**src/hw/rtl/msce_pkg.sv**
```systemverilog
`timescale 1ns / 1ps

package msce_pkg;

	// CRC standard selected by the mode register
	typedef enum logic [1:0] {
		MODE_CRC8      = 2'd0,
		MODE_CRC16_CCITT = 2'd1,
		MODE_CRC16_MODBUS = 2'd2,
		MODE_CRC32     = 2'd3
	} crc_mode_t;

	// Configuration register indexes
	typedef enum logic [1:0] {
		CFG_MODE = 2'd0,
		CFG_SEED = 2'd1,
		CFG_POLY = 2'd2,
		CFG_NONE = 2'd3
	} cfg_index_t;

	// Fixed generator polynomials
	localparam logic [15:0] POLY_CCITT       = 16'h1021;
	localparam logic [15:0] POLY_MODBUS_REFL = 16'hA001;
	localparam logic [31:0] POLY_CRC32_REFL  = 32'hEDB88320;

	// Reset values of the configuration registers and the running CRC
	localparam crc_mode_t   RESET_MODE = MODE_CRC32;
	localparam logic [31:0] RESET_SEED = 32'hFFFF_FFFF;
	localparam logic [7:0]  RESET_POLY = 8'h07;
	localparam logic [31:0] RESET_CRC  = 32'hFFFF_FFFF;

	// Input item
	typedef struct packed {
		logic [7:0] data_byte;
		logic       first;
		logic       last;
	} in_item_t;

	// Result item
	typedef struct packed {
		logic [31:0] crc_value;
		logic        is_last;
	} out_item_t;

	// Configuration as seen by the datapath
	typedef struct packed {
		crc_mode_t   mode;
		logic [31:0] seed;
		logic [7:0]  poly8;
	} cfg_t;

endpackage

```
**src/hw/rtl/msce_cfg.sv**
```systemverilog
`timescale 1ns / 1ps

module msce_cfg (
	input  logic                 clk,
	input  logic                 arst_n,
	input  logic                 cfg_valid,
	input  logic [1:0]           cfg_index,
	input  logic [31:0]          cfg_data,
	output logic                 cfg_ready,
	output msce_pkg::cfg_t       cfg
);

	msce_pkg::crc_mode_t mode_q;
	logic [31:0]         seed_q;
	logic [7:0]          poly_q;

	// Writes are always taken
	assign cfg_ready = 1'b1;

	// Register file; an index past the list is dropped
	always_ff @(posedge clk or negedge arst_n) begin
		if (!arst_n) begin
			mode_q <= msce_pkg::RESET_MODE;
			seed_q <= msce_pkg::RESET_SEED;
			poly_q <= msce_pkg::RESET_POLY;
		end else if (cfg_valid) begin
			unique case (msce_pkg::cfg_index_t'(cfg_index))
				msce_pkg::CFG_MODE: mode_q <= msce_pkg::crc_mode_t'(cfg_data[1:0]);
				msce_pkg::CFG_SEED: seed_q <= cfg_data;
				msce_pkg::CFG_POLY: poly_q <= cfg_data[7:0];
				default: ;
			endcase
		end
	end

	assign cfg.mode  = mode_q;
	assign cfg.seed  = seed_q;
	assign cfg.poly8 = poly_q;

endmodule

```
**src/hw/rtl/msce_fold.sv**
```systemverilog
`timescale 1ns / 1ps

module msce_fold (
	input  msce_pkg::cfg_t  cfg,
	input  logic [31:0]     crc_in,
	input  logic [7:0]      data_byte,
	output logic [31:0]     crc_next,
	output logic [31:0]     crc_result
);

	logic [7:0]  c8;
	logic [15:0] c16a;
	logic [15:0] c16b;
	logic [31:0] c32;

	// Eight bit steps of each standard, side by side
	always_comb begin
		c8   = crc_in[7:0] ^ data_byte;
		c16a = crc_in[15:0] ^ {data_byte, 8'h00};
		c16b = crc_in[15:0] ^ {8'h00, data_byte};
		c32  = crc_in ^ {24'h000000, data_byte};
		for (int k = 0; k < 8; k++) begin
			c8   = c8[7] ? ({c8[6:0], 1'b0} ^ cfg.poly8) : {c8[6:0], 1'b0};
			c16a = c16a[15] ? ({c16a[14:0], 1'b0} ^ msce_pkg::POLY_CCITT)
			                : {c16a[14:0], 1'b0};
			c16b = c16b[0] ? ({1'b0, c16b[15:1]} ^ msce_pkg::POLY_MODBUS_REFL)
			               : {1'b0, c16b[15:1]};
			c32  = c32[0] ? ({1'b0, c32[31:1]} ^ msce_pkg::POLY_CRC32_REFL)
			              : {1'b0, c32[31:1]};
		end
	end

	// Mode select; CRC-32 gets the final inversion on the result only
	always_comb begin
		unique case (cfg.mode)
			msce_pkg::MODE_CRC8: begin
				crc_next   = {24'h000000, c8};
				crc_result = {24'h000000, c8};
			end
			msce_pkg::MODE_CRC16_CCITT: begin
				crc_next   = {16'h0000, c16a};
				crc_result = {16'h0000, c16a};
			end
			msce_pkg::MODE_CRC16_MODBUS: begin
				crc_next   = {16'h0000, c16b};
				crc_result = {16'h0000, c16b};
			end
			default: begin
				crc_next   = c32;
				crc_result = ~c32;
			end
		endcase
	end

endmodule

```
**src/hw/rtl/multi_standard_crc_engine.sv**
```systemverilog
`timescale 1ns / 1ps

// Byte-wide CRC engine: CRC-8 (programmable polynomial), CRC-16/CCITT-FALSE,
// CRC-16/MODBUS and IEEE CRC-32, chosen by the mode register.
// Input channel: in_valid / in_stall carry one item (byte, first, last).
// An item with first set restarts from the seed register.
// Output channel: out_valid / out_stall carry one result item per input
// item: the finished CRC after that byte (CRC-32 inverted) and last echoed.
// Configuration: cfg_valid / cfg_ready with index 0 mode, 1 seed,
// 2 CRC-8 polynomial; ready is always high. Write only while idle.
// An accepted item is registered in the input stage, folded
// combinationally and registered in the result register.
// Throughput: one item per cycle while the output is not stalled; the
// combinational byte fold closes the running-CRC loop.
// Reset: registers return to mode CRC-32, seed all ones, polynomial 0x07,
// running CRC all ones, both stages empty.
// Stall: a stalled result holds on the output; the input stage still takes
// an item into its empty slot, then in_stall rises until the output drains.

module multi_standard_crc_engine (
	input  logic                clk,
	input  logic                arst_n,
	input  logic                in_valid,
	output logic                in_stall,
	input  msce_pkg::in_item_t  in_data,
	output logic                out_valid,
	input  logic                out_stall,
	output msce_pkg::out_item_t out_data,
	input  logic                cfg_valid,
	output logic                cfg_ready,
	input  logic [1:0]          cfg_index,
	input  logic [31:0]         cfg_data
);

	msce_pkg::cfg_t     cfg;
	msce_pkg::in_item_t item_s1;
	logic               valid_s1;
	logic               advance;
	logic               load;
	logic [31:0]        running_crc_q;
	logic [31:0]        crc_in;
	logic [31:0]        crc_next;
	logic [31:0]        crc_result;

	msce_cfg u_cfg (
		.clk       (clk),
		.arst_n    (arst_n),
		.cfg_valid (cfg_valid),
		.cfg_index (cfg_index),
		.cfg_data  (cfg_data),
		.cfg_ready (cfg_ready),
		.cfg       (cfg)
	);

	// Handshake control
	assign advance  = valid_s1 && (!out_valid || !out_stall);
	assign in_stall = valid_s1 && !advance;
	assign load     = in_valid && !in_stall;

	// Input stage
	always_ff @(posedge clk or negedge arst_n) begin
		if (!arst_n) begin
			valid_s1 <= 1'b0;
		end else if (load) begin
			valid_s1 <= 1'b1;
		end else if (advance) begin
			valid_s1 <= 1'b0;
		end
	end

	always_ff @(posedge clk) begin
		if (load) begin
			item_s1 <= in_data;
		end
	end

	// Byte fold
	assign crc_in = item_s1.first ? cfg.seed : running_crc_q;

	msce_fold u_fold (
		.cfg        (cfg),
		.crc_in     (crc_in),
		.data_byte  (item_s1.data_byte),
		.crc_next   (crc_next),
		.crc_result (crc_result)
	);

	// Running CRC
	always_ff @(posedge clk or negedge arst_n) begin
		if (!arst_n) begin
			running_crc_q <= msce_pkg::RESET_CRC;
		end else if (advance) begin
			running_crc_q <= crc_next;
		end
	end

	// Result register
	always_ff @(posedge clk or negedge arst_n) begin
		if (!arst_n) begin
			out_valid <= 1'b0;
		end else if (advance) begin
			out_valid <= 1'b1;
		end else if (!out_stall) begin
			out_valid <= 1'b0;
		end
	end

	always_ff @(posedge clk) begin
		if (advance) begin
			out_data.crc_value <= crc_result;
			out_data.is_last   <= item_s1.last;
		end
	end

	// Checks
	a_stall_needs_item: assert property (@(posedge clk) disable iff (!arst_n)
		in_stall |-> valid_s1 && out_valid)
		else $error("input stalled with an empty input stage");

	a_crc8_upper_zero: assert property (@(posedge clk) disable iff (!arst_n)
		(advance && cfg.mode == msce_pkg::MODE_CRC8) |=> running_crc_q[31:8] == 24'h000000)
		else $error("CRC-8 fold left upper running bits set");

	a_crc32_inverted: assert property (@(posedge clk) disable iff (!arst_n)
		(advance && cfg.mode == msce_pkg::MODE_CRC32) |=> out_data.crc_value == ~running_crc_q)
		else $error("CRC-32 result does not match the inverted running CRC");

	a_drain: assert property (@(posedge clk) disable iff (!arst_n)
		(out_valid && !out_stall && !valid_s1) |=> !out_valid)
		else $error("result shown twice");

endmodule
```
**config.mk**
```make
export PLATFORM = sky130hd
export DESIGN_NAME = multi_standard_crc_engine
export DESIGN_NICKNAME = d
export VERILOG_FILES = /design/src/hw/rtl/msce_pkg.sv /design/src/hw/rtl/msce_cfg.sv /design/src/hw/rtl/msce_fold.sv /design/src/hw/rtl/multi_standard_crc_engine.sv
export SDC_FILE = /design/constraint.sdc
export NUM_CORES = 1
export LEC_CHECK = 0
export ABC_AREA = 1
export BUFFER_PORTS_ARGS = -buffer_cell sky130_fd_sc_hd__clkbuf_2
export CAP_MARGIN = 20
export CELL_PAD_IN_SITES_DETAIL_PLACEMENT = 0
export CELL_PAD_IN_SITES_GLOBAL_PLACEMENT = 1
export CORE_ASPECT_RATIO = 0.9
export CORE_MARGIN = 3
export CORE_UTILIZATION = 45
export DETAILED_ROUTE_END_ITERATION = 8
export GPL_TIMING_DRIVEN = 1
export PLACE_DENSITY = 0.77
export SETUP_SLACK_MARGIN = 0.02
export SYNTH_ARGS = -nofsm -noshare
export SYNTH_HDL_FRONTEND = slang
export SYNTH_SLANG_ARGS = --single-unit
export TNS_END_PERCENT = 5
```
**constraint.sdc**
```tcl
create_clock -name clk -period 4.3 [get_ports clk]
set_clock_uncertainty 0.1 [all_clocks]
set_input_delay 0.645 -clock clk [delete_from_list [all_inputs] [get_ports clk]]
set_output_delay 0.645 -clock clk [all_outputs]
set_load 0.01 [all_outputs]
```
==> impl_results.html <==
<table>
<tr><th>Metric</th><th>Value</th></tr>
<tr><th colspan="2">Routing</th></tr>
<tr><td>Number of detailed-routing iterations run before antenna repair</td><td>5</td></tr>
<tr><td>First-iteration detailed-routing DRC count</td><td>467</td></tr>
<tr><td>Overall routed net length</td><td>21040 µm</td></tr>
<tr><td>Via-per-instance ratio</td><td>4.995</td></tr>
<tr><td>WL per Instance</td><td>16.48 µm</td></tr>
<tr><td>Final ANT Viol Nets</td><td>0</td></tr>
<tr><td>Number of remaining DRC errors</td><td>0</td></tr>
<tr><td>Via count</td><td>6379</td></tr>
<tr><th colspan="2">STA</th></tr>
<tr><td>Unrepaired setup endpoints after global routing</td><td>no</td></tr>
<tr><td>Crit path time final</td><td>3859 ps</td></tr>
<tr><td>Post-route fraction of the period consumed by the critical path</td><td>0.8974</td></tr>
<tr><td>Worst relative slew slack</td><td>0.3291</td></tr>
<tr><td>Worst-Margin Slew</td><td>1006 ps</td></tr>
<tr><td>Number of hold violations in the final report</td><td>0</td></tr>
<tr><td>Maximum operating frequency</td><td>259.1 MHz</td></tr>
<tr><td>Max Transition Viols Final</td><td>0</td></tr>
<tr><td># setup viols final</td><td>0</td></tr>
<tr><td>Post-Route Setup TNS</td><td>0 ps</td></tr>
<tr><th colspan="2">Yosys</th></tr>
<tr><td>Primary flip-flop cell chosen by synthesis mapping</td><td>dfstp_2</td></tr>
<tr><td>Count of distinct cell types in the synthesized netlist</td><td>48</td></tr>
<tr><td>Proportion of synthesized flip-flops having asynchronous set or reset</td><td>0.6387</td></tr>
<tr><td>Cell types with the largest area share after synthesis</td><td>dfstp_2, edfxtp_1, nand2_1</td></tr>
<tr><td>Sequential element share of the synthesized area</td><td>0.4152</td></tr>
<tr><td>Nets in the synthesized netlist</td><td>997</td></tr>
<tr><td>Library cell with the highest instance count after synthesis</td><td>nand2_1</td></tr>
<tr><td>Post-synth EDFFs</td><td>43</td></tr>
<tr><td>Post-synthesis cell type with the largest combined area</td><td>dfstp_2</td></tr>
<tr><td>Count of mapped cells out of synthesis</td><td>948</td></tr>
<tr><td>Syn Std Cell Area</td><td>7899 µm²</td></tr>
<tr><td>Area share of the leading cell type in the synthesized netlist</td><td>0.2295</td></tr>
<tr><td>Average instance area after synthesis</td><td>8.332 µm²</td></tr>
<tr><td>Commonest cells post-synth</td><td>nand2_1, inv_1, nand3_1</td></tr>
<tr><td>Yosys warning total</td><td>0</td></tr>
<tr><td>Number of synthesized register bits</td><td>119</td></tr>
<tr><th colspan="2">Status</th></tr>
<tr><td>Status</td><td>completed</td></tr>
<tr><th colspan="2">Clock network</th></tr>
<tr><td>Max Root-Sink Buffers</td><td>2</td></tr>
<tr><td>Clock slew at reported path FFs</td><td>60 ps</td></tr>
<tr><td>Number of buffers added by the clock tree synthesis step</td><td>17</td></tr>
<tr><td>Number of gates resized after CTS</td><td>0</td></tr>
<tr><td>Clock tree from TritonCTS</td><td>yes</td></tr>
<tr><td>Number of hold buffers added after CTS</td><td>0</td></tr>
<tr><td>Sink count of the clock tree</td><td>119</td></tr>
<tr><td>Root Buffer Master</td><td>clkbuf_16</td></tr>
<tr><td>Total number of H-tree levels</td><td>4</td></tr>
<tr><td>Clk_lat worst skew</td><td>420 ps</td></tr>
<tr><td>Setup Buffers After CTS</td><td>0</td></tr>
<tr><th colspan="2">Floorplan</th></tr>
<tr><td>Starting utilization of the core area</td><td>0.4630</td></tr>
<tr><td>Die Height</td><td>131.7 µm</td></tr>
<tr><td>Die footprint</td><td>19180 µm²</td></tr>
<tr><td>Placeable core region</td><td>17060 µm²</td></tr>
<tr><td>Horizontal die dimension</td><td>145.7 µm</td></tr>
<tr><td>Number of rows in the core area</td><td>45</td></tr>
<tr><td>Boundary Pins</td><td>85</td></tr>
<tr><th colspan="2">Cells and area</th></tr>
<tr><td>Fraction of final layout cells with drive strength greater than 1</td><td>0.2985</td></tr>
<tr><td>Diodes inserted</td><td>0</td></tr>
<tr><td>Relative area change from synthesis to final layout</td><td>15.11%</td></tr>
<tr><td>Non-filler cells, final</td><td>1277</td></tr>
<tr><td>Number of nets at the end of the flow</td><td>1078</td></tr>
<tr><td>Register area</td><td>3279 µm²</td></tr>
<tr><td>Final-layout fill cell count</td><td>1651</td></tr>
<tr><td>Combined area of the multi-input logic cells</td><td>3949 µm²</td></tr>
<tr><th colspan="2">Worst setup path</th></tr>
<tr><td>Largest stage delay on the critical path</td><td>550 ps</td></tr>
<tr><td>Critical Path RT</td><td>4430 ps</td></tr>
<tr><td>Critical path start-end classification</td><td>flip-flop to flip-flop</td></tr>
<tr><td>Cell at the slowest stage of the critical path</td><td>edfxtp_1</td></tr>
<tr><td>Max FO, Critical Path</td><td>13</td></tr>
<tr><td>Most prevalent standard cell on the critical path</td><td>nand2_4</td></tr>
<tr><td>Arrival time at the worst endpoint</td><td>3990 ps</td></tr>
<tr><td>CP Launch Type</td><td>flip-flop</td></tr>
<tr><td>Setup crit end kind</td><td>flip-flop</td></tr>
<tr><th colspan="2">GRT</th></tr>
<tr><td>Met1 usage</td><td>0.3459</td></tr>
<tr><td>Largest net degree at the start of global routing</td><td>77</td></tr>
<tr><td>Global routing usage summed across all routing layers</td><td>0.2254</td></tr>
<tr><td>Initial antenna violation count</td><td>0</td></tr>
<tr><td>Wire length of the first global-routing pass</td><td>33800 µm</td></tr>
<tr><td>Number of global-route vias before repair</td><td>6058</td></tr>
<tr><td>Routing usage on met3</td><td>0.04793</td></tr>
<tr><td>Gr busiest metal</td><td>met1</td></tr>
<tr><td>Global-route met2 utilization</td><td>0.3252</td></tr>
<tr><td>Total grt overflow</td><td>0</td></tr>
<tr><th colspan="2">Power and ir drop</th></tr>
<tr><td>Power density of the placed cells</td><td>733.9 nW/µm²</td></tr>
<tr><td>Peak supply drop</td><td>0.3529 mV</td></tr>
<tr><td>Leakage Power</td><td>4.205 nW</td></tr>
<tr><th colspan="2">Job</th></tr>
<tr><td>Number of max-cap violations</td><td>0</td></tr>
<tr><th colspan="2">Placed design</th></tr>
<tr><td>HPWL reported at the end of detailed placement</td><td>15780 µm</td></tr>
<tr><td>Total instance count after detailed placement</td><td>1242</td></tr>
<tr><td>Global placer's final weighted congestion</td><td>0.9410</td></tr>
<tr><td>Number of input and output port buffers inserted</td><td>83</td></tr>
<tr><th colspan="2">Worst hold path</th></tr>
<tr><td>Type of the worst min-delay path</td><td>primary input to flip-flop</td></tr>
</table>
final cells by class:
cell class | instances | area share
Clock buffer | 20 | 0.05147
Clock inverter | 12 | 0.01005
Inverter | 128 | 0.05394
Multi-Input combinational cell | 666 | 0.4343
Sequential cell | 119 | 0.3607
Tap cell | 235 | 0.03234
Timing Repair Buffer | 97 | 0.05725
kinds of logic (layout without fill, tap and decap cells):
kind of cell / count (synthesis) / after routing / share of synthesized area
simple gates: 402 / 402 / 0.2455
other cells: 1 / 1 / 0.0004748
buf+inv: 163 / 257 / 0.08554
xor+xnor: 105 / 105 / 0.1217
flops: 119 / 119 / 0.4152
compound gates: 129 / 129 / 0.09108
mux: 29 / 29 / 0.04055
metal layers:
| metal | vias up | wire length [µm] | part of all wire |
|---|---|---|---|
| li1 | 3200 | - | - |
| met1 | 2963 | 10460 | 0.50 |
| met2 | 198 | 8898 | 0.42 |
| met3 | 18 | 1439 | 0.068 |
| met4 | 0 | 241 | 0.011 |
| met5 | - | 0 | 0 |
state kept, by name (all words and copies together) (netlist names):
signal	cells
out_data	33
running_crc_q	32
u_cfg.seed_q	32
item_s1	10
u_cfg.poly_q	8
u_cfg.mode_q	2
out_valid	1
valid_s1	1
worst paths after layout:
kind,endpoint,startpoint,cells after the start,slack (ps)
worst max-delay path,out_data[7],item_s1[1],27,440
worst min-delay path,item_s1[5],in_data[5],1,300
worst max register to register,out_data[7],item_s1[1],27,440
worst min register to register,out_data[0],item_s1[0],0,330
max in group asynchronous,u_cfg.poly_q[7],arst_n,1,3140
min in group asynchronous,out_valid,arst_n,1,350
metrics by stage:
| step | hold WS, ps | total power, mW | util | setup WS [ps] | area, µm² |
|---|---|---|---|---|---|
| 2_1_floorplan | 249.4 | 4.414 | - | 1262 | 7899 |
| 3_3_place_gp | 303.9 | 5.295 | 0.4990 | 402.1 | 8513 |
| 3_5_place_dp | 328.4 | 5.310 | 0.4990 | 342.0 | 8513 |
| 4_1_cts | 278.6 | 6.679 | 0.5318 | 324.9 | 9072 |
| 5_1_grt | 282.1 | 7.181 | 0.5330 | 97.29 | 9092 |
| 6_report | 296.7 | 6.673 | 0.5330 | 441.2 | 9092 |
worst max-delay path: cells and delay by family (launching register included):
family,cells,cell delay (ps)
compound gates,1,260
buf+inv,3,330
flops,1,550
simple gates,23,2420
report_power, final:
group	leakage, nW	switching [mW]	internal, mW
clock	0.272	0.547	0.791
sequential	1.23	0.186	1.62
combinational	2.71	2.31	1.23
placed cells by master, fill, tap and decap left out, types with 16 or more instances in the layout:
master,netlist,final
clkbuf_16,0,18
nand3_1,75,74
clkbuf_2,0,82
nor2_1,48,48
edfxtp_1,43,43
nand2_2,28,28
nand2_1,209,209
xnor2_1,40,40
mux2_2,24,24
xor2_1,61,61
inv_1,116,116
o21ai_0,74,74
dfstp_2,69,69
a21oi_1,16,16
Power figures use the tool's default switching activity.
